===== src/rtl/e2g_pkg.sv =====
// e2g_pkg: shared constants, register indexes, unit request/response types
// and the CORDIC arctangent table for the ECEF to geodetic core.
// No dependencies.
package e2g_pkg;

	localparam int DW         = 64;	// internal datapath width
	localparam int COORD_W    = 35;
	localparam int HGT_W      = 35;
	localparam int ANG_OUT_W  = 32;
	localparam int ITER_OUT_W = 4;
	localparam int LFRAC      = 24;	// fraction bits of lengths
	localparam int NSTEP      = 31;	// CORDIC micro-rotations
	localparam int STEP_W     = 5;
	localparam int RADIUS_W   = 33;
	localparam int ECC_W      = 28;
	localparam int THR_W      = 16;
	localparam int CFG_W      = 33;
	localparam int CFG_IDX_W  = 2;
	localparam int SH_W       = 6;

	localparam logic [SH_W-1:0] SH_KINV = 6'd32;
	localparam logic [SH_W-1:0] SH_Q30  = 6'd30;
	localparam logic [SH_W-1:0] SH_AE   = 6'd8;
	localparam logic [SH_W-1:0] SH_HGT  = 6'd6;

	localparam logic signed [DW-1:0] KINV32 = 64'sd2608131496;
	localparam logic signed [DW-1:0] KINV30 = 64'sd652032874;
	localparam logic signed [DW-1:0] ONE30  = 64'sd1073741824;

	localparam logic [RADIUS_W-1:0] RADIUS_RST = 33'd6378140000;
	localparam logic [ECC_W-1:0]    ECC_RST    = 28'd28752165;
	localparam logic [THR_W-1:0]    THR_RST    = 16'd684;

	typedef enum logic [CFG_IDX_W-1:0] {
		REG_RADIUS = 2'd0,
		REG_ECC    = 2'd1,
		REG_THRESH = 2'd2
	} reg_idx_t;

	typedef struct packed {
		logic                 go;
		logic signed [DW-1:0] a;
		logic signed [DW-1:0] b;
		logic [SH_W-1:0]      sh;
	} mul_req_t;

	typedef struct packed {
		logic                 done;
		logic signed [DW-1:0] res;
	} mul_rsp_t;

	typedef struct packed {
		logic                 go;
		logic                 rot;	// 1: rotation, 0: vectoring
		logic signed [DW-1:0] x;
		logic signed [DW-1:0] y;
	} cordic_req_t;

	typedef struct packed {
		logic                 done;
		logic signed [DW-1:0] x;
		logic signed [DW-1:0] y;
	} cordic_rsp_t;

	typedef struct packed {
		logic          go;
		logic          sq;	// 1: square root of num, 0: num / den
		logic [DW-1:0] num;
		logic [DW-1:0] den;
	} rd_req_t;

	typedef struct packed {
		logic          done;
		logic [DW-1:0] res;
	} rd_rsp_t;

	// atan(2^-i) in units of 2^-32 turn
	function automatic logic [31:0] atan_tab(input logic [STEP_W-1:0] i);
		logic [31:0] t;
		case (i)
			5'd0:  t = 32'd536870912;
			5'd1:  t = 32'd316933406;
			5'd2:  t = 32'd167458907;
			5'd3:  t = 32'd85004756;
			5'd4:  t = 32'd42667331;
			5'd5:  t = 32'd21354465;
			5'd6:  t = 32'd10679838;
			5'd7:  t = 32'd5340245;
			5'd8:  t = 32'd2670163;
			5'd9:  t = 32'd1335087;
			5'd10: t = 32'd667544;
			5'd11: t = 32'd333772;
			5'd12: t = 32'd166886;
			5'd13: t = 32'd83443;
			5'd14: t = 32'd41722;
			5'd15: t = 32'd20861;
			5'd16: t = 32'd10430;
			5'd17: t = 32'd5215;
			5'd18: t = 32'd2608;
			5'd19: t = 32'd1304;
			5'd20: t = 32'd652;
			5'd21: t = 32'd326;
			5'd22: t = 32'd163;
			5'd23: t = 32'd81;
			5'd24: t = 32'd41;
			5'd25: t = 32'd20;
			5'd26: t = 32'd10;
			5'd27: t = 32'd5;
			5'd28: t = 32'd3;
			5'd29: t = 32'd1;
			5'd30: t = 32'd1;
			default: t = 32'd0;
		endcase
		return t;
	endfunction

endpackage


===== src/rtl/e2g_mul.sv =====
// e2g_mul: sequential signed multiplier, 64x16 bits per cycle, returning
// bits [sh+62:sh] of |a|*|b| with the sign applied. Depends on e2g_pkg.
module e2g_mul import e2g_pkg::*; (
	input  logic     clk,
	input  logic     arst_n,
	input  mul_req_t req,
	output mul_rsp_t rsp,
	output logic     busy
);

	logic [DW-1:0]     ua_q, ub_q;
	logic [2*DW-1:0]   acc_q;
	logic              neg_q;
	logic [SH_W-1:0]   sh_q;
	logic [2:0]        cnt_q;
	logic              run_q;
	logic              done_q;
	logic signed [DW-1:0] res_q;

	logic [DW+15:0]    pp;
	logic [2*DW-1:0]   acc_nxt;
	logic [2*DW-1:0]   shifted;
	logic [DW-1:0]     mag;

	assign pp      = ua_q * ub_q[15:0];
	assign acc_nxt = acc_q + ((2*DW)'(pp) << {cnt_q[1:0], 4'b0000});
	assign shifted = acc_q >> sh_q;
	assign mag     = {1'b0, shifted[DW-2:0]};

	always_ff @(posedge clk or negedge arst_n) begin
		if (!arst_n) begin
			run_q  <= 1'b0;
			done_q <= 1'b0;
			cnt_q  <= '0;
		end else begin
			done_q <= 1'b0;
			if (req.go) begin
				ua_q  <= req.a[DW-1] ? DW'(-req.a) : DW'(req.a);
				ub_q  <= req.b[DW-1] ? DW'(-req.b) : DW'(req.b);
				neg_q <= req.a[DW-1] ^ req.b[DW-1];
				sh_q  <= req.sh;
				acc_q <= '0;
				cnt_q <= '0;
				run_q <= 1'b1;
			end else if (run_q) begin
				if (cnt_q == 3'd4) begin
					// last cycle: window and sign
					res_q  <= neg_q ? -$signed(mag) : $signed(mag);
					done_q <= 1'b1;
					run_q  <= 1'b0;
				end else begin
					acc_q <= acc_nxt;
					ub_q  <= ub_q >> 16;
					cnt_q <= cnt_q + 3'd1;
				end
			end
		end
	end

	assign rsp.done = done_q;
	assign rsp.res  = res_q;
	assign busy     = run_q;

endmodule


===== config.mk =====
export PLATFORM = sky130hd
export DESIGN_NAME = e2g_mul
export DESIGN_NICKNAME = d
export VERILOG_FILES = /design/src/rtl/e2g_pkg.sv /design/src/rtl/e2g_mul.sv
export SDC_FILE = /design/constraint.sdc
export NUM_CORES = 2
export LEC_CHECK = 0
export ABC_AREA = 1
export BUFFER_PORTS_ARGS = -buffer_cell sky130_fd_sc_hd__buf_2
export CAP_MARGIN = 20
export CORE_UTILIZATION = 30
export CTS_CLUSTER_SIZE = 20
export DETAILED_ROUTE_END_ITERATION = 8
export GPL_TIMING_DRIVEN = 0
export PLACE_DENSITY = 0.54
export SLEW_MARGIN = 20
export SYNTH_ARGS = -nofsm -noshare
export SYNTH_HDL_FRONTEND = slang
export SYNTH_SLANG_ARGS = --single-unit

===== constraint.sdc =====
create_clock -name clk -period 8.6 [get_ports clk]
set_clock_uncertainty 0.1 [all_clocks]
set_input_delay 0.43 -clock clk [delete_from_list [all_inputs] [get_ports clk]]
set_output_delay 0.43 -clock clk [all_outputs]
set_load 0.01 [all_outputs]

; After elaboration in Yosys (flattened, before gate mapping)
; Index checks and enable logic that the tools add are counted.
[classes]
add_sub_neg = 5
n_mul = 1
n_eq_ne = 2
shifts = 2
mux = 17
bitwise_logic = 2
reduce_logical = 5
[ops]
columns = cell, n
row1 = 2-to-1 mux 128 bit, 2
row2 = 2-to-1 mux 64 bit, 4
row3 = adder 128 bit, 1
row4 = negator 64 bit, 2
row5 = << shifter 80 x 6 -> 128 bit, 1
row6 = right shift 128 x 6 -> 63 bit, 1
row7 = 2-to-1 mux 63 bit, 2
row8 = multiplier 64 x 16 -> 80 bit, 1
row9 = negator 63 -> 64 bit, 1
row10 = 2-to-1 mux 3 bit, 3
row11 = 2-to-1 mux 1 bit, 6
row12 = AND reduction 2 bit, 2
row13 = AND reduction 4 bit, 1
row14 = adder 3 x 1 -> 3 bit (second input constant), 1
row15 = equality test 3 bit (second input constant), 1
row16 = AND reduction 3 bit, 1
row17 = inequality test 2 bit (second input constant), 1
row18 = nonzero test 2 bit, 1
row19 = NOT 1 bit, 1
row20 = bitwise XOR 1 bit, 1
[totals]
ff_bits = 332
in_bits = 137
word_cells = 45

; Logic depth before layout (Yosys ltp)
[depth]
depth_word = 5
ltp_mapped = 52
depth_no_buf = 50

; Least setup slack after synthesis
; Ideal clock, no wire load.
[synth_path]
path_kind = register -> register
startpoint = reg cnt_q[1]
endpoint = reg res_q[0] (enable)
setup_ns = 0.644
arrival_ns = 7.504
setup_slack_ns = 0.353
path_stages_with_launch = 8
cell_sequence = dfrtp_1 -> clkbuf_1 -> inv_1 -> clkbuf_1 -> clkbuf_1 -> ha_1 -> nand2_1 -> nor4_1
[synth_between]
elab_chain_len = 2
[synth_lines]
columns = item, line_no
row1 = start: declaration, e2g_mul.sv:15  ; logic [2:0] cnt_q;
row2 = start signal: assignment, e2g_mul.sv:54  ; cnt_q <= cnt_q + 3'd1;
row3 = equality test 3 bit, e2g_mul.sv:46  ; if (cnt_q == 3'd4) begin
row4 = AND reduction 4 bit (no line), n/a
row5 = end signal: assignment, e2g_mul.sv:48  ; res_q <= neg_q ? -$signed(mag) : $signed(mag);
row6 = end: declaration, e2g_mul.sv:18  ; logic signed [DW-1:0] res_q;
; No other way between the ends.
; A chain may end at the register's enable or synchronous reset.

; Final worst setup path
[layout_path]
startpoint = reg ub_q[12]
endpoint = reg acc_q[111] (data pin)
[layout_between]
elab_chain_len = 5
[layout_lines]
columns = item, line_no
row1 = start: declaration, e2g_mul.sv:11  ; logic [DW-1:0] ua_q, ub_q;
row2 = start signal: assignment, e2g_mul.sv:39  ; ub_q <= req.b[DW-1] ? DW'(-req.b) : DW'(req.b);
row3 = start signal: assignment, e2g_mul.sv:53  ; ub_q <= ub_q >> 16;
row4 = multiplier 64 x 16 -> 80 bit, e2g_mul.sv:25  ; assign pp = ua_q * ub_q[15:0];
row5 = << shifter 80 x 6 -> 128 bit, e2g_mul.sv:26  ; assign acc_nxt = acc_q + ((2*DW)'(pp) << {cnt_q[1:0], 4'b0000});
row6 = adder 128 bit, e2g_mul.sv:26
row7 = 2-to-1 mux 128 bit, e2g_mul.sv:46
row8 = 2-to-1 mux 128 bit, e2g_mul.sv:45  ; end else if (run_q) begin
row9 = end signal: assignment, e2g_mul.sv:52  ; acc_q <= acc_nxt;
row10 = end: declaration, e2g_mul.sv:12  ; logic [2*DW-1:0] acc_q;
; No other way between the ends.

==> results.md <==
- Outcome: finished, violations left
- Failing checks: negative setup slack
- Worst setup margin: -0.795 ns
- Synth top area share: about a quarter
- Initial antenna violation count: 19
- Critical path arrival: about 10 ns
- Synth top area cells: fa_1 (25%), nand2_1 (15%), edfxtp_1 (14%)
- HP Class: input port to flop
- Synth Area in Compound Gates: 9.66%
- Ports: 203
- Gpl congestion: 1.06
- Die width: 486 um
- FFs w/ async S/R, synth: 1.52%
- Tcrit/Tclk final: 109%
- Most numerous cell in the Yosys netlist: nand2_1
- Row count: approximately 180
- Starting density of the core: 30.2%
- Core area: 233,000 um^2
- Sequential area share after synthesis: 14.0%
- Die area: 237,000 um^2
- RSZ-0062 raised after global routing: true
- Post-Synthesis Cells: about 11,000
- Worst Max-Slew Pin Slew: 1.24 ns
- Finished Layout Cells: 14,188
- Synthesized area: 70,400 um^2
- Net count after synthesis: 11,849
- Synth Area in XOR/XNOR: approximately 2.8%
- Headroom to the max-slew limit: roughly 18%
- CTS H-Tree Depth: 2
- Layout area overhead: 18.9%
- Clock Tree Buf Depth: 3
- Num Clock Sinks: 330
- Share of layout cells above drive strength 1: 13.1%
- Root Driver: clkbuf_16
- Slew Limit Fails: 0
- Crit path required time: 8.97 ns
- #FFs+latches synth: 330
- Critical path peak fanout: 10
- Post-synth top area cell: fa_1
- DR iter-0 viols: 8,533
- Worst setup SP type: flop
- First-pass GRT wire length: between 400,000 and 500,000 um
- Max cap viols: 0
- Placed cells: 13,920
- Distinct cell type count after synthesis: 59
- Mux cell area share after synthesis: 0.0853%
- Port-buffer cells: 202
- Post-Route WL: between 300,000 and 400,000 um
- CTS tree: done
- Via count: 74,542
- WS Path Type: flop to flop
- Gr usage total: 28.2%
- Cts bufs inserted: 49
- Antenna Nets Post-Route: 0
- DR pass1 iterations: 9
- Endpoints failing setup: 92
- # DRC: 0
- Vias in the first global route: 72,004
- FMAX: approximately 0.11 GHz
- Adder-Cell Fraction of Synth Area: between 20% and 30%
- Clock latency on the worst-skew pair: roughly 0.73 ns
- Post-route minimum period: between 9 and 10 ns
- Ys Warns: 0
- Post-synthesis simple-gate area fraction: 30.4%
- Kind of end point of the critical path: flop
- Die H: ~490 um
- Layout Nets: 12,294
- GR Overflow Total: 0
- Largest family of logic cells by synthesized area: simple AND/OR/NAND/NOR gates
- Most common cell on crit path: nand2_1
- CTS clock-pin slew for the worst setup and hold paths: around 0.06 ns
- Syn_area_per_cell: ~6.7 um^2
- HPWL after DPL: 284,000 um
- Slowest cell on the critical path: fa_1
- Routed vias/inst: 5.25
- CP max stage delay: 0.58 ns
- DR WL/cell: around 24 um
- Fin. Hold Viols: 0
- Number of flops mapped to enable cells by yosys: about 330
- Main synth FF type: edfxtp_1
- Post-synth top cells: nand2_1 (2,857), inv_1 (1,947), nand3_1 (1,107), nor2_1 (907), fa_1 (867)
- Largest net degree at the start of global routing: 77
==> logic make-up after synthesis <==
kind of cell | Yosys count
flops | 330
buf+inv | 2448
simple gates | 5150
fa+ha+maj | 1149
mux | 6
xor+xnor | 227
compound gates | 1253
==> repair_timing <==
action	4_1_cts	5_1_grt
hold buffers	73	0
resized for setup	952	416
pin swaps	87	63
setup endpoints to repair	115	109
buffers inserted	112	48
hold endpoints to repair	77	0
==> routing by layer <==
| metal | track usage (%) | vias up | routed length (um) |
|---|---|---|---|
| li1 | - | 33875 | - |
| met1 | 40.6 | 36649 | 150000 |
| met2 | 41.7 | 3590 | 141000 |
| met3 | 6.59 | 416 | 36900 |
| met4 | 7.74 | 12 | 10600 |
| met5 | 0 | - | 72 |
==> area by class of cell <==
type	count	area, um^2
tap	3132	3920
sequential	330	9880
timing repair buffer	458	3320
multi-input combinational	7785	54800
clock inverter	35	459
fill	25795	149000
antenna	8	20.0
inverter	1966	7390
clock buffer	56	1250
buffer	418	2670
==> flip-flops by register name, indices dropped and copies added (netlist names) <==
name,cells
acc_q,126
ub_q,64
neg_q,1
res_q,64
ua_q,64
done_q,1
busy,1
sh_q,6
cnt_q,3
==> layout by cell type, fill, tap and decap left out, types with 73 or more instances in the layout <==
cell type,netlist,final
nand2_1,2857,2795
inv_1,1947,1929
nand3_1,1107,1064
fa_1,867,863
nor2_1,907,762
a21oi_1,491,385
o21ai_0,517,333
edfxtp_1,325,325
buf_2,59,280
ha_1,282,201
buf_4,11,185
xor2_1,143,126
o21ai_1,27,120
nor2_2,10,118
clkbuf_1,322,113
a21oi_2,0,92
dlygate4sd3_1,0,73
==> stage by stage <==
stage	hold WS, ns	TNS [ns]	worst slack, ns	area [um^2]	util (%)
global placement	0.363	-708.43	-5.29	75300	32.3
detailed placement	0.341	-243.48	-3.33	75700	32.5
finish	0.0526	-40.25	-0.795	83700	35.9
floorplan	0.0344	0	0.353	70400	-
CTS	0.000690	-37.98	-0.668	81900	35.1
global route	0.0464	-67.64	-1.02	83700	35.9
==> worst max-delay path, delay by kind of cell (launching register included) <==
kind,cells,cell delay (ns)
AND/OR/NAND/NOR,21,3.25
XOR/XNOR,1,0.17
adder cells (fa/ha/maj),8,3.81
flip-flops,1,0.33
AO/OA/AOI/OAI,2,0.32
buffers and inverters,8,1.11
==> worst paths after layout <==
kind / start / to / slack (ns) / cells past startpoint
hold / removal: req[67] / ub_q[61] / 0.05 / 3
max in group asynchronous: arst_n / cnt_q[0] / 7.34 / 3
setup reg to reg: ub_q[12] / acc_q[111] / -0.79 / 40
setup / recovery: ub_q[12] / acc_q[111] / -0.79 / 40
min in group asynchronous: arst_n / busy / 0.21 / 2
hold reg to reg: cnt_q[2] / cnt_q[2] / 0.37 / 1
Power is left out: the tool's default activity adds up to more than one toggle a clock period on the data nets, which glitch-free logic cannot reach.
