### src/rtl/e2g_pkg.sv
// e2g_pkg: shared constants, register indexes, unit request/response types
// and the CORDIC arctangent table for the ECEF to geodetic core.
// No dependencies.
package e2g_pkg;

	localparam int DW         = 64;	// internal datapath width
	localparam int COORD_W    = 35;
	localparam int HGT_W      = 35;
	localparam int ANG_OUT_W  = 32;
	localparam int ITER_OUT_W = 4;
	localparam int LFRAC      = 24;	// fraction bits of lengths
	localparam int NSTEP      = 31;	// CORDIC micro-rotations
	localparam int STEP_W     = 5;
	localparam int RADIUS_W   = 33;
	localparam int ECC_W      = 28;
	localparam int THR_W      = 16;
	localparam int CFG_W      = 33;
	localparam int CFG_IDX_W  = 2;
	localparam int SH_W       = 6;

	localparam logic [SH_W-1:0] SH_KINV = 6'd32;
	localparam logic [SH_W-1:0] SH_Q30  = 6'd30;
	localparam logic [SH_W-1:0] SH_AE   = 6'd8;
	localparam logic [SH_W-1:0] SH_HGT  = 6'd6;

	localparam logic signed [DW-1:0] KINV32 = 64'sd2608131496;
	localparam logic signed [DW-1:0] KINV30 = 64'sd652032874;
	localparam logic signed [DW-1:0] ONE30  = 64'sd1073741824;

	localparam logic [RADIUS_W-1:0] RADIUS_RST = 33'd6378140000;
	localparam logic [ECC_W-1:0]    ECC_RST    = 28'd28752165;
	localparam logic [THR_W-1:0]    THR_RST    = 16'd684;

	typedef enum logic [CFG_IDX_W-1:0] {
		REG_RADIUS = 2'd0,
		REG_ECC    = 2'd1,
		REG_THRESH = 2'd2
	} reg_idx_t;

	typedef struct packed {
		logic                 go;
		logic signed [DW-1:0] a;
		logic signed [DW-1:0] b;
		logic [SH_W-1:0]      sh;
	} mul_req_t;

	typedef struct packed {
		logic                 done;
		logic signed [DW-1:0] res;
	} mul_rsp_t;

	typedef struct packed {
		logic                 go;
		logic                 rot;	// 1: rotation, 0: vectoring
		logic signed [DW-1:0] x;
		logic signed [DW-1:0] y;
	} cordic_req_t;

	typedef struct packed {
		logic                 done;
		logic signed [DW-1:0] x;
		logic signed [DW-1:0] y;
	} cordic_rsp_t;

	typedef struct packed {
		logic          go;
		logic          sq;	// 1: square root of num, 0: num / den
		logic [DW-1:0] num;
		logic [DW-1:0] den;
	} rd_req_t;

	typedef struct packed {
		logic          done;
		logic [DW-1:0] res;
	} rd_rsp_t;

	// atan(2^-i) in units of 2^-32 turn
	function automatic logic [31:0] atan_tab(input logic [STEP_W-1:0] i);
		logic [31:0] t;
		case (i)
			5'd0:  t = 32'd536870912;
			5'd1:  t = 32'd316933406;
			5'd2:  t = 32'd167458907;
			5'd3:  t = 32'd85004756;
			5'd4:  t = 32'd42667331;
			5'd5:  t = 32'd21354465;
			5'd6:  t = 32'd10679838;
			5'd7:  t = 32'd5340245;
			5'd8:  t = 32'd2670163;
			5'd9:  t = 32'd1335087;
			5'd10: t = 32'd667544;
			5'd11: t = 32'd333772;
			5'd12: t = 32'd166886;
			5'd13: t = 32'd83443;
			5'd14: t = 32'd41722;
			5'd15: t = 32'd20861;
			5'd16: t = 32'd10430;
			5'd17: t = 32'd5215;
			5'd18: t = 32'd2608;
			5'd19: t = 32'd1304;
			5'd20: t = 32'd652;
			5'd21: t = 32'd326;
			5'd22: t = 32'd163;
			5'd23: t = 32'd81;
			5'd24: t = 32'd41;
			5'd25: t = 32'd20;
			5'd26: t = 32'd10;
			5'd27: t = 32'd5;
			5'd28: t = 32'd3;
			5'd29: t = 32'd1;
			5'd30: t = 32'd1;
			default: t = 32'd0;
		endcase
		return t;
	endfunction

endpackage

### src/rtl/e2g_rootdiv.sv
// e2g_rootdiv: bit-serial unit for floor square root (32 steps) and
// unsigned 64-bit division (64 steps). Depends on e2g_pkg.
module e2g_rootdiv import e2g_pkg::*; (
	input  logic    clk,
	input  logic    arst_n,
	input  rd_req_t req,
	output rd_rsp_t rsp,
	output logic    busy
);

	logic [DW-1:0] v_q;	// sqrt remainder / dividend-quotient
	logic [DW-1:0] r_q;	// sqrt root / division remainder
	logic [DW-1:0] bit_q;	// sqrt test bit / divisor
	logic          sq_q;
	logic [6:0]    cnt_q;
	logic          run_q;
	logic          done_q;
	logic [DW-1:0] res_q;

	logic [DW-1:0] trial;
	logic          fits;
	logic [DW:0]   rem_sh;
	logic          dfit;
	logic [6:0]    last;

	assign trial  = r_q + bit_q;
	assign fits   = v_q >= trial;
	assign rem_sh = {r_q, v_q[DW-1]};
	assign dfit   = rem_sh >= {1'b0, bit_q};
	assign last   = sq_q ? 7'd31 : 7'd63;

	always_ff @(posedge clk or negedge arst_n) begin
		if (!arst_n) begin
			run_q  <= 1'b0;
			done_q <= 1'b0;
			cnt_q  <= '0;
		end else begin
			done_q <= 1'b0;
			if (req.go) begin
				sq_q  <= req.sq;
				v_q   <= req.num;
				r_q   <= '0;
				bit_q <= req.sq ? (DW'(1) << 62) : req.den;
				cnt_q <= '0;
				run_q <= 1'b1;
			end else if (run_q) begin
				if (sq_q) begin
					if (fits) begin
						v_q <= v_q - trial;
						r_q <= (r_q >> 1) + bit_q;
					end else begin
						r_q <= r_q >> 1;
					end
					bit_q <= bit_q >> 2;
				end else begin
					if (dfit) begin
						r_q <= DW'(rem_sh - {1'b0, bit_q});
					end else begin
						r_q <= rem_sh[DW-1:0];
					end
					v_q <= {v_q[DW-2:0], dfit};
				end
				cnt_q <= cnt_q + 7'd1;
				if (cnt_q == last) begin
					run_q  <= 1'b0;
					done_q <= 1'b1;
				end
			end
			if (run_q && cnt_q == last) begin
				if (sq_q) begin
					res_q <= fits ? (r_q >> 1) + bit_q : r_q >> 1;
				end else begin
					res_q <= {v_q[DW-2:0], dfit};
				end
			end
		end
	end

	assign rsp.done = done_q;
	assign rsp.res  = res_q;
	assign busy     = run_q;

endmodule

### config.mk
export PLATFORM = sky130hd
export DESIGN_NAME = e2g_rootdiv
export DESIGN_NICKNAME = d
export VERILOG_FILES = /design/src/rtl/e2g_pkg.sv /design/src/rtl/e2g_rootdiv.sv
export SDC_FILE = /design/constraint.sdc
export NUM_CORES = 1
export LEC_CHECK = 0
export BUFFER_PORTS_ARGS = -buffer_cell sky130_fd_sc_hd__buf_2
export CAP_MARGIN = 20
export CORE_MARGIN = 5
export CORE_UTILIZATION = 57
export CTS_CLUSTER_DIAMETER = 200
export CTS_CLUSTER_SIZE = 25
export DETAILED_ROUTE_END_ITERATION = 8
export PLACE_DENSITY = 0.82
export SLEW_MARGIN = 20
export SYNTH_ARGS = -nofsm -noshare
export SYNTH_HDL_FRONTEND = slang
export SYNTH_SLANG_ARGS = --single-unit
### constraint.sdc
create_clock -name clk -period 8.25 [get_ports clk]
set_input_delay 0.4125 -clock clk [delete_from_list [all_inputs] [get_ports clk]]
set_output_delay 0.4125 -clock clk [all_outputs]
set_load 0.1 [all_outputs]
## Word level (Yosys, flattened, before mapping)

Index checks and enable logic that the tools add are counted.

- Flip-flop bits (word level): 266
- Latch bits: 0
- RAM bits: 0
- Bits in read-only memories: 0
- Input bits: 132
- Output and inout bits: 66
- Word-level logic and storage cells: 46
- Memories: 0

- Add/sub/neg operators: 5
- Multiply operators: 0
- Div/mod/pow operators: 0
- Order comparisons: 2
- Equal/unequal tests: 2
- Shift operators: 0
- Multiplexer cells: 22
- Bitwise gates (word level): 0
- Reduce and logical (&&, ||, !) cells: 7

Operators by type and width:

| cell | number |
|---|---|
| two-way mux 64 bit | 13 |
| subtractor 64 bit | 2 |
| greater-or-equal comparator 65 x 64 -> 1 bit | 1 |
| adder 63 x 64 -> 64 bit | 1 |
| adder 64 bit | 1 |
| greater-or-equal comparator 64 bit | 1 |
| two-way mux 7 bit | 2 |
| adder 7 x 1 -> 7 bit (second input constant) | 1 |
| == test 7 x 6 -> 1 bit | 1 |
| two-way mux 1 bit | 6 |
| two-way mux 6 bit | 1 |
| AND reduction 3 bit | 2 |
| AND reduction 2 bit | 2 |
| nonzero test 2 bit | 2 |
| inequality test 3 x 2 -> 1 bit (second input constant) | 1 |
| logical AND 1 bit | 1 |

## Logic depth before layout (Yosys ltp)

Gate-level depths: netlist of run 1.

- Word-level depth: 6
- Gate-level depth with buffers: 30
- Gate-level depth less buffers: 28

## Least setup slack after synthesis of run 1

No wires, ideal clock.

- Path type: register -> register
- Start point: register r_q[0]
- End point: register v_q[0], enable pin
- Setup time: 0.494 ns
- Data arrival time: 8.046 ns
- Data required time: 7.756 ns
- Setup slack: -0.290 ns
- Cell stages (with the launch flop): 30
- Path buffers: 3
- Period minus slack after synthesis: 8.540 ns
- Cell sequence: edfxtp_1 > ha_1 > inv_1 > fa_1 > nor2b_1 > o21ai_1 > a21boi_0 > o31ai_1 > a211o_1 > nand3_1 > a21oi_1 > o31ai_1 > nand2b_1 > and2_1 > o21ai_0 > xnor2_1 > ha_1 > clkbuf_1 > nand4_1 > or3_1 > or3_1 > nor2_1 > nand3_1 > a31oi_1 > a211oi_2 > buf_2 > buf_4 > nand2_1 > a21oi_1 > nor2b_1

- Cells in the longest elaborated chain, start to end: 4

RTL lines:

| item | RTL line | text |
|---|---|---|
| start: declaration | e2g_rootdiv.sv:12 | `logic [DW-1:0] r_q;` |
| start signal: assignment | e2g_rootdiv.sv:50 | `r_q <= (r_q >> 1) + bit_q;` |
| start signal: assignment | e2g_rootdiv.sv:52 | `r_q <= r_q >> 1;` |
| start signal: assignment | e2g_rootdiv.sv:57 | `r_q <= DW'(rem_sh - {1'b0, bit_q});` |
| adder 64 bit | e2g_rootdiv.sv:26 | `assign trial = r_q + bit_q;` |
| greater-or-equal comparator 64 bit | e2g_rootdiv.sv:27 | `assign fits = v_q >= trial;` |
| inequality test 3 x 2 -> 1 bit (no line) | n/a |  |
| AND reduction 3 bit (no line) | n/a |  |
| end signal: assignment | e2g_rootdiv.sv:41 | `v_q <= req.num;` |
| end signal: assignment | e2g_rootdiv.sv:49 | `v_q <= v_q - trial;` |
| end signal: assignment | e2g_rootdiv.sv:61 | `v_q <= {v_q[DW-2:0], dfit};` |
| end: declaration | e2g_rootdiv.sv:11 | `logic [DW-1:0] v_q;` |

Every way passes these cells.
A chain may end at the register's enable or synchronous reset.

## Worst setup path in the final report of run 1

- Start point: register r_q[0]
- End point: register r_q[2] (data pin)

- Cells in the longest elaborated chain, start to end: 5
- Elaborated cells between the ends (all ways): 8
- Classes of those cells: add/sub (2); order compare (2); mux (4)

RTL lines:

| item | RTL line | text |
|---|---|---|
| adder 64 bit | e2g_rootdiv.sv:26 |  |
| greater-or-equal comparator 64 bit | e2g_rootdiv.sv:27 |  |
| two-way mux 64 bit | e2g_rootdiv.sv:48 | `if (fits) begin` |
| two-way mux 64 bit (*) | e2g_rootdiv.sv:47 | `if (sq_q) begin` |
| two-way mux 64 bit (*) | e2g_rootdiv.sv:46 | `end else if (run_q) begin` |

Every way passes the cells marked *; elsewhere a longest branch is shown, timed or not.

==> impl_metrics.yaml, run 1 <==
yosys:
  synth_enable_flop_cells: 257
  ys.flop_type: "edfxtp_1"
  mappedNetlistArea_mm2: 0.0285
  ys_types: 94
  synth-compound-area-share_pct: 29.3
  synth-async-reset-ratio_pct: 3.38
  syn_inst: 3524
  synth_warnings: 0
  synthMuxAreaShare_pct: 2.34
  synthAdderAreaFrac_pct: 11.5
  synth_xor_area_share_pct: 7.37
  avgSynthCellArea_um2: 8.10
  synth_seq_area_share_pct: 27.8
  syn_nets: 3915
  ys_ff_latch: 266
  synthSimpleGateAreaFrac_pct: 16.8
  synth_top_family_by_area: "compound AO/OA/AOI/OAI gates"
cells_and_area:
  finalNonFillerCells: 4226
  syn2layout_area_growth_pct: 5.65
  layout_commonest_cell: "nand2_1"
  layout_common_cells: "431 x nand2_1, 356 x a21oi_1, 304 x o21ai_0"
  final_nets: 3942
  antenna_cells: 0
  design_area_mm2: 0.0301
  drive_gt1_share_pct: 8.50
worst_setup_path:
  cp_num_buf_inv: 2
  startpoint_type: "register"
  cp_top_family: "compound AO/OA/AOI/OAI gates"
  cpMaxStageDelayCell: "buf_4"
  arrival_ps: 8040
  required_ps: 8520
  path_class: "register to register"
  critPathMaxStageDelay_ps: 670
  critPathMaxFanout: 65
  end_kind: "register"
  crit_top_cell: "a21oi_1"
detailed_routing:
  vias: 27800
  drt_iter0_markers: 4303
  drtPass1Iterations: 6
  drcViolationCount: 0
  wl_um: 97700
  wl_per_cell_um: 23.1
  vias_per_cell: 6.59
  ant_nets: 0
placed_design:
  placed_cells: 4206
  io_buffers: 197
  dp_hpwl_um: 78700
  placed_area_mm2: 0.0297
  gp_congestion: 1.03
grt:
  grt_start_max_net_pins: 85
  grt_pass1_wl_um: 146000
  antenna_found_initial: 1
  overflow: 0
  grt_pass1_vias: 24500
  grt_use_total_pct: 34.2
clock_network:
  clkSinkCount: 266
  cts_setup_buffers: 0
  cts_buffer_depth: 3
  cts_root_buf: "clkbuf_16"
  clk_latency_ps: 560
  cts.reportedPaths.clkPinSlew_ps: 120
  cts_tree: "built"
  ctsHtreeMaxLevel: 1
  cts_buffers: 14
die:
  die_width_um: 234
  num_rows: 82
  die_area_mm2: 0.0546
  die_height_um: 234
  initial_core_util_pct: 57.2
  boundaryPins: 198
  fp.coreArea_mm2: 0.0499
timing:
  slew_violations: 0
  skew_ps: 51.0
  setup-violations-final: 0
  rsz0062_at_grt: "no"
  fin_crit_sh_pct: 94.2
  period_minus_slack_ps: 7770
  finalHoldViolations: 0
  slew_headroom_pct: 26.1
  fmax_mhz: 129
  tightest_slew_ps: 1110
  tns_ps: 0
power_and_ir_drop:
  p_per_area_mw_per_mm2: 320
  peakVddDrop_uv: 207
  leakage_uw: 0.0125
status:
  outcome: "finished clean"
flow_run:
  max-cap-violations: 0
min_path:
  hold_class: "input pin to register"
-- final cells by class --
type | instances | area (um2)
Clock buffer | 18 | 387
Clock inverter | 1 | 11.3
Fill cell | 4544 | 19700
Inverter | 147 | 552
Multi-Input combinational cell | 2902 | 19200
Sequential cell | 266 | 7940
Tap cell | 672 | 841
Timing Repair Buffer | 220 | 1180
-- Yosys cell counts (all sizes together) (65+ instances only) --
cell type	number	share of area, %
ha	255	11
nand4	76	1.7
xor2	96	2.9
nand2	432	5.7
xnor2	144	4.4
o21ai	327	5.8
nand3	65	1.1
o21a	69	1.8
edfxtp	257	27
nor2	216	2.9
a21o	154	4.1
inv	147	1.9
clkbuf	165	2.2
a21oi	361	6.4
o211ai	77	2.0
-- path summary, 6_finish.rpt --
path                       startpoint        to  slack [ps]  cells past startpoint
setup / recovery               r_q[0]    r_q[2]         480                     26
hold / removal                req[88]   v_q[24]         130                      3
setup reg to reg               r_q[0]    r_q[2]         480                     26
hold reg to reg              cnt_q[1]  cnt_q[1]         570                      2
max in group asynchronous      arst_n      busy        7470                      2
min in group asynchronous      arst_n  cnt_q[0]         430                      2
-- logic make-up (layout without fill, tap and decap cells) --
family / count (synthesis) / in the layout
compound gates: 1304 / 1304
buf+inv: 356 / 386
fa+ha+maj: 259 / 259
mux: 65 / 65
simple gates: 1034 / 1034
flops: 266 / 266
xor+xnor: 240 / 240
-- state kept, by name (all words and copies together) (netlist names) --
register  count
done_q        1
cnt_q         7
bit_q        64
r_q          64
busy          1
v_q          64
sq_q          1
res_q        64
-- worst register-to-register path, delay by kind of cell (launching register included) --
kind            cells  cell delay, ps
compound gates     14            4330
fa+ha+maj           3             860
buf+inv             2             750
flops               1             480
simple gates        5             420
mux                 1             380
xor+xnor            1             290
-- metrics by stage --
step | setup WS (ps) | hold slack (ps) | power [uW] | utilization (%)
finish | 480 | 126 | 9630 | 60.5
global route | 291 | 128 | 10300 | 60.5
CTS | 846 | 114 | 9390 | 60.5
detailed placement | 874 | 392 | 8570 | 59.6
global placement | 992 | 393 | 8510 | 59.6
floorplan | 941 | 117 | 6960 | -
-- report_power, final --
group / switching, uW / leakage, uW / internal (uW) / total (uW)
Sequential: 405 / 0.00261 / 1820 / 2220
Clock: 480 / 0.000194 / 337 / 818
Combinational: 4020 / 0.00972 / 2570 / 6590
Total: 4910 / 0.0125 / 4720 / 9630
-- metal layers --
| layer | up-vias | routed length (um) | track usage [%] | share of wire, % |
|---|---|---|---|---|
| li1 | 13100 | - | - | - |
| met5 | - | 0 | 0 | 0 |
| met2 | 1681 | 36700 | 44.9 | 38 |
| met1 | 13000 | 43800 | 56.0 | 45 |
| met3 | 98 | 15500 | 9.30 | 16 |
| met4 | 0 | 1720 | 5.40 | 1.8 |
-- timing repair --
item                                   CTS  global route
gates resized for setup                  0             0
hold buffers                             1             0
endpoints found under the hold margin    9             0
Power figures use the tool's default switching activity.
==> run 2: changes to the inputs <==
MAX_ROUTING_LAYER = met4   (was default)
==> run 2 against run 1 <==
Against the previous run: highest routed layer unchanged; setup slack better by 260 ps; core utilization about the same; first-iteration DRC count is 6.0% lower; largest cell class unchanged.
==> impl_metrics.yaml, run 2 (same netlist as run 1, synthesis figures left out) <==
detailed_routing:
  ant_nets: 0
  vias_per_cell: 6.57
  vias: 27800
  drtPass1Iterations: 8
  wl_per_cell_um: 23.4
  drt_iter0_markers: 4046
  drcViolationCount: 0
  wl_um: 98700
grt:
  antenna_found_initial: 0
  overflow: 0
  grt_pass1_wl_um: 148000
  grt_use_total_pct: 35.8
  grt_start_max_net_pins: 162
  grt_pass1_vias: 24600
cells_and_area:
  antenna_cells: 0
  syn2layout_area_growth_pct: 5.70
  final_core_util_pct: 60.5
  final_nets: 3940
  layout_common_cells: "431 x nand2_1, 356 x a21oi_1, 304 x o21ai_0"
  drive_gt1_share_pct: 8.47
  layout_commonest_cell: "nand2_1"
worst_setup_path:
  critPathMaxStageDelay_ps: 550
  cp_top_family: "compound AO/OA/AOI/OAI gates"
  end_kind: "register"
  required_ps: 8550
  cpMaxStageDelayCell: "o31ai_1"
  startpoint_type: "register"
  reg2reg_slack_ps: 740
  reg2reg_depth: 27
  crit_top_cell: "a21oi_1"
  arrival_ps: 7800
  crit_cells: 27
  path_class: "register to register"
  cp_num_buf_inv: 3
  critPathMaxFanout: 79
power_and_ir_drop:
  p_per_area_mw_per_mm2: 321
  peakVddDrop_uv: 279
  leakage_uw: 0.0125
die:
  die_height_um: 234
  fp.coreArea_mm2: 0.0499
  initial_core_util_pct: 57.2
  boundaryPins: 198
  num_rows: 82
  die_area_mm2: 0.0546
  die_width_um: 234
status:
  outcome: "finished clean"
timing:
  finalWorstSetupSlack_ps: 742
  fin_crit_sh_pct: 91.0
  tns_ps: 0
  skew_ps: 28.9
  period_minus_slack_ps: 7510
  tightest_slew_ps: 1140
  setup-violations-final: 0
  fmax_mhz: 133
  slew_violations: 0
  slew_headroom_pct: 23.0
  finalHoldViolations: 0
  rsz0062_at_grt: "no"
placed_design:
  gp_congestion: 1.00
  dp_hpwl_um: 79600
  io_buffers: 197
  place_ws_ps: 1020
clock_network:
  ctsHtreeMaxLevel: 1
  clk_latency_ps: 550
  cts.reportedPaths.clkPinSlew_ps: 120
  cts_resized: 0
  cts_root_buf: "clkbuf_16"
  clkSinkCount: 266
  cts_buffers: 14
  cts_buffer_depth: 3
  cts_tree: "built"
min_path:
  hold_depth: 3
  hold_class: "input pin to register"
flow_run:
  max-cap-violations: 0
## run 2: cell count changes in the layout (fill, tap and decap cells not counted)
cell and delta:
buf_4 -4, nor2_2 +1, nor2_1 -1, buf_12 +2
## run 2: repair_timing
action,CTS,global route
endpoints found under the hold margin,9,0
hold buffers,1,0
endpoints found under the setup margin,0,0
setup buffers,0,0
## run 2: final timing paths
check / startpoint / end
min reg2reg: cnt_q[1] / cnt_q[1]
max in group asynchronous: arst_n / cnt_q[4]
max: r_q[0] / r_q[0]
min in group asynchronous: arst_n / busy
max reg2reg: r_q[0] / r_q[0]
min: req[5] / bit_q[5]
## run 2: power breakdown
part | total, uW | internal [uW] | switching, uW
registers | 2210 | 1820 | 393
logic | 6650 | 2580 | 4070
clock network | 825 | 338 | 488
## run 2: per-stage QoR
stage	area (um2)	power (uW)	hold slack (ps)	cells
2_1_floorplan	28500	6960	117	3524
3_3_place_gp	29700	8580	295	4204
3_5_place_dp	29700	8620	297	4204
4_1_cts	30200	9450	119	4224
5_1_grt	30200	10300	130	4224
6_report	30200	9680	128	4224
## run 2: metal layers
| layer | routed length (um) | GRT usage (%) | part of all wire (%) | up-vias |
|---|---|---|---|---|
| met3 | 14900 | 9.52 | 15 | 82 |
| met2 | 36600 | 44.6 | 37 | 1640 |
| met1 | 45600 | 57.8 | 46 | 12900 |
| met5 | 0 | - | 0 | - |
| met4 | 1700 | 5.40 | 1.7 | 0 |
| li1 | - | - | - | 13100 |
## run 2: layout make-up
class	instances	area, um2
tap	672	841
multi-input combinational	2902	19200
inverter	147	552
sequential	266	7940
timing repair buffer	218	1190
clock inverter	1	11.3
fill	4627	19700
clock buffer	18	387
## run 2: worst register-to-register path, stage by stage, from the launching register on
cell and delay [ps]:
edfxtp_1 480, ha_1 270, inv_1 80, fa_1 210, nor2b_1 60, o21ai_1 290
a21boi_0 210, o31ai_1 550, o311ai_0 450, a32oi_1 380, a21oi_1 130, a2111oi_1 480
o211ai_1 200, a21oi_1 250, xor2_1 280, ha_1 390, nand2_1 140, nor3_1 80
a22oi_1 160, nand2_1 90, a221o_1 400, a211oi_4 260, buf_4 400, buf_12 340
mux2i_1 360, a211oi_1 110, a21oi_1 160, nor2_1 50
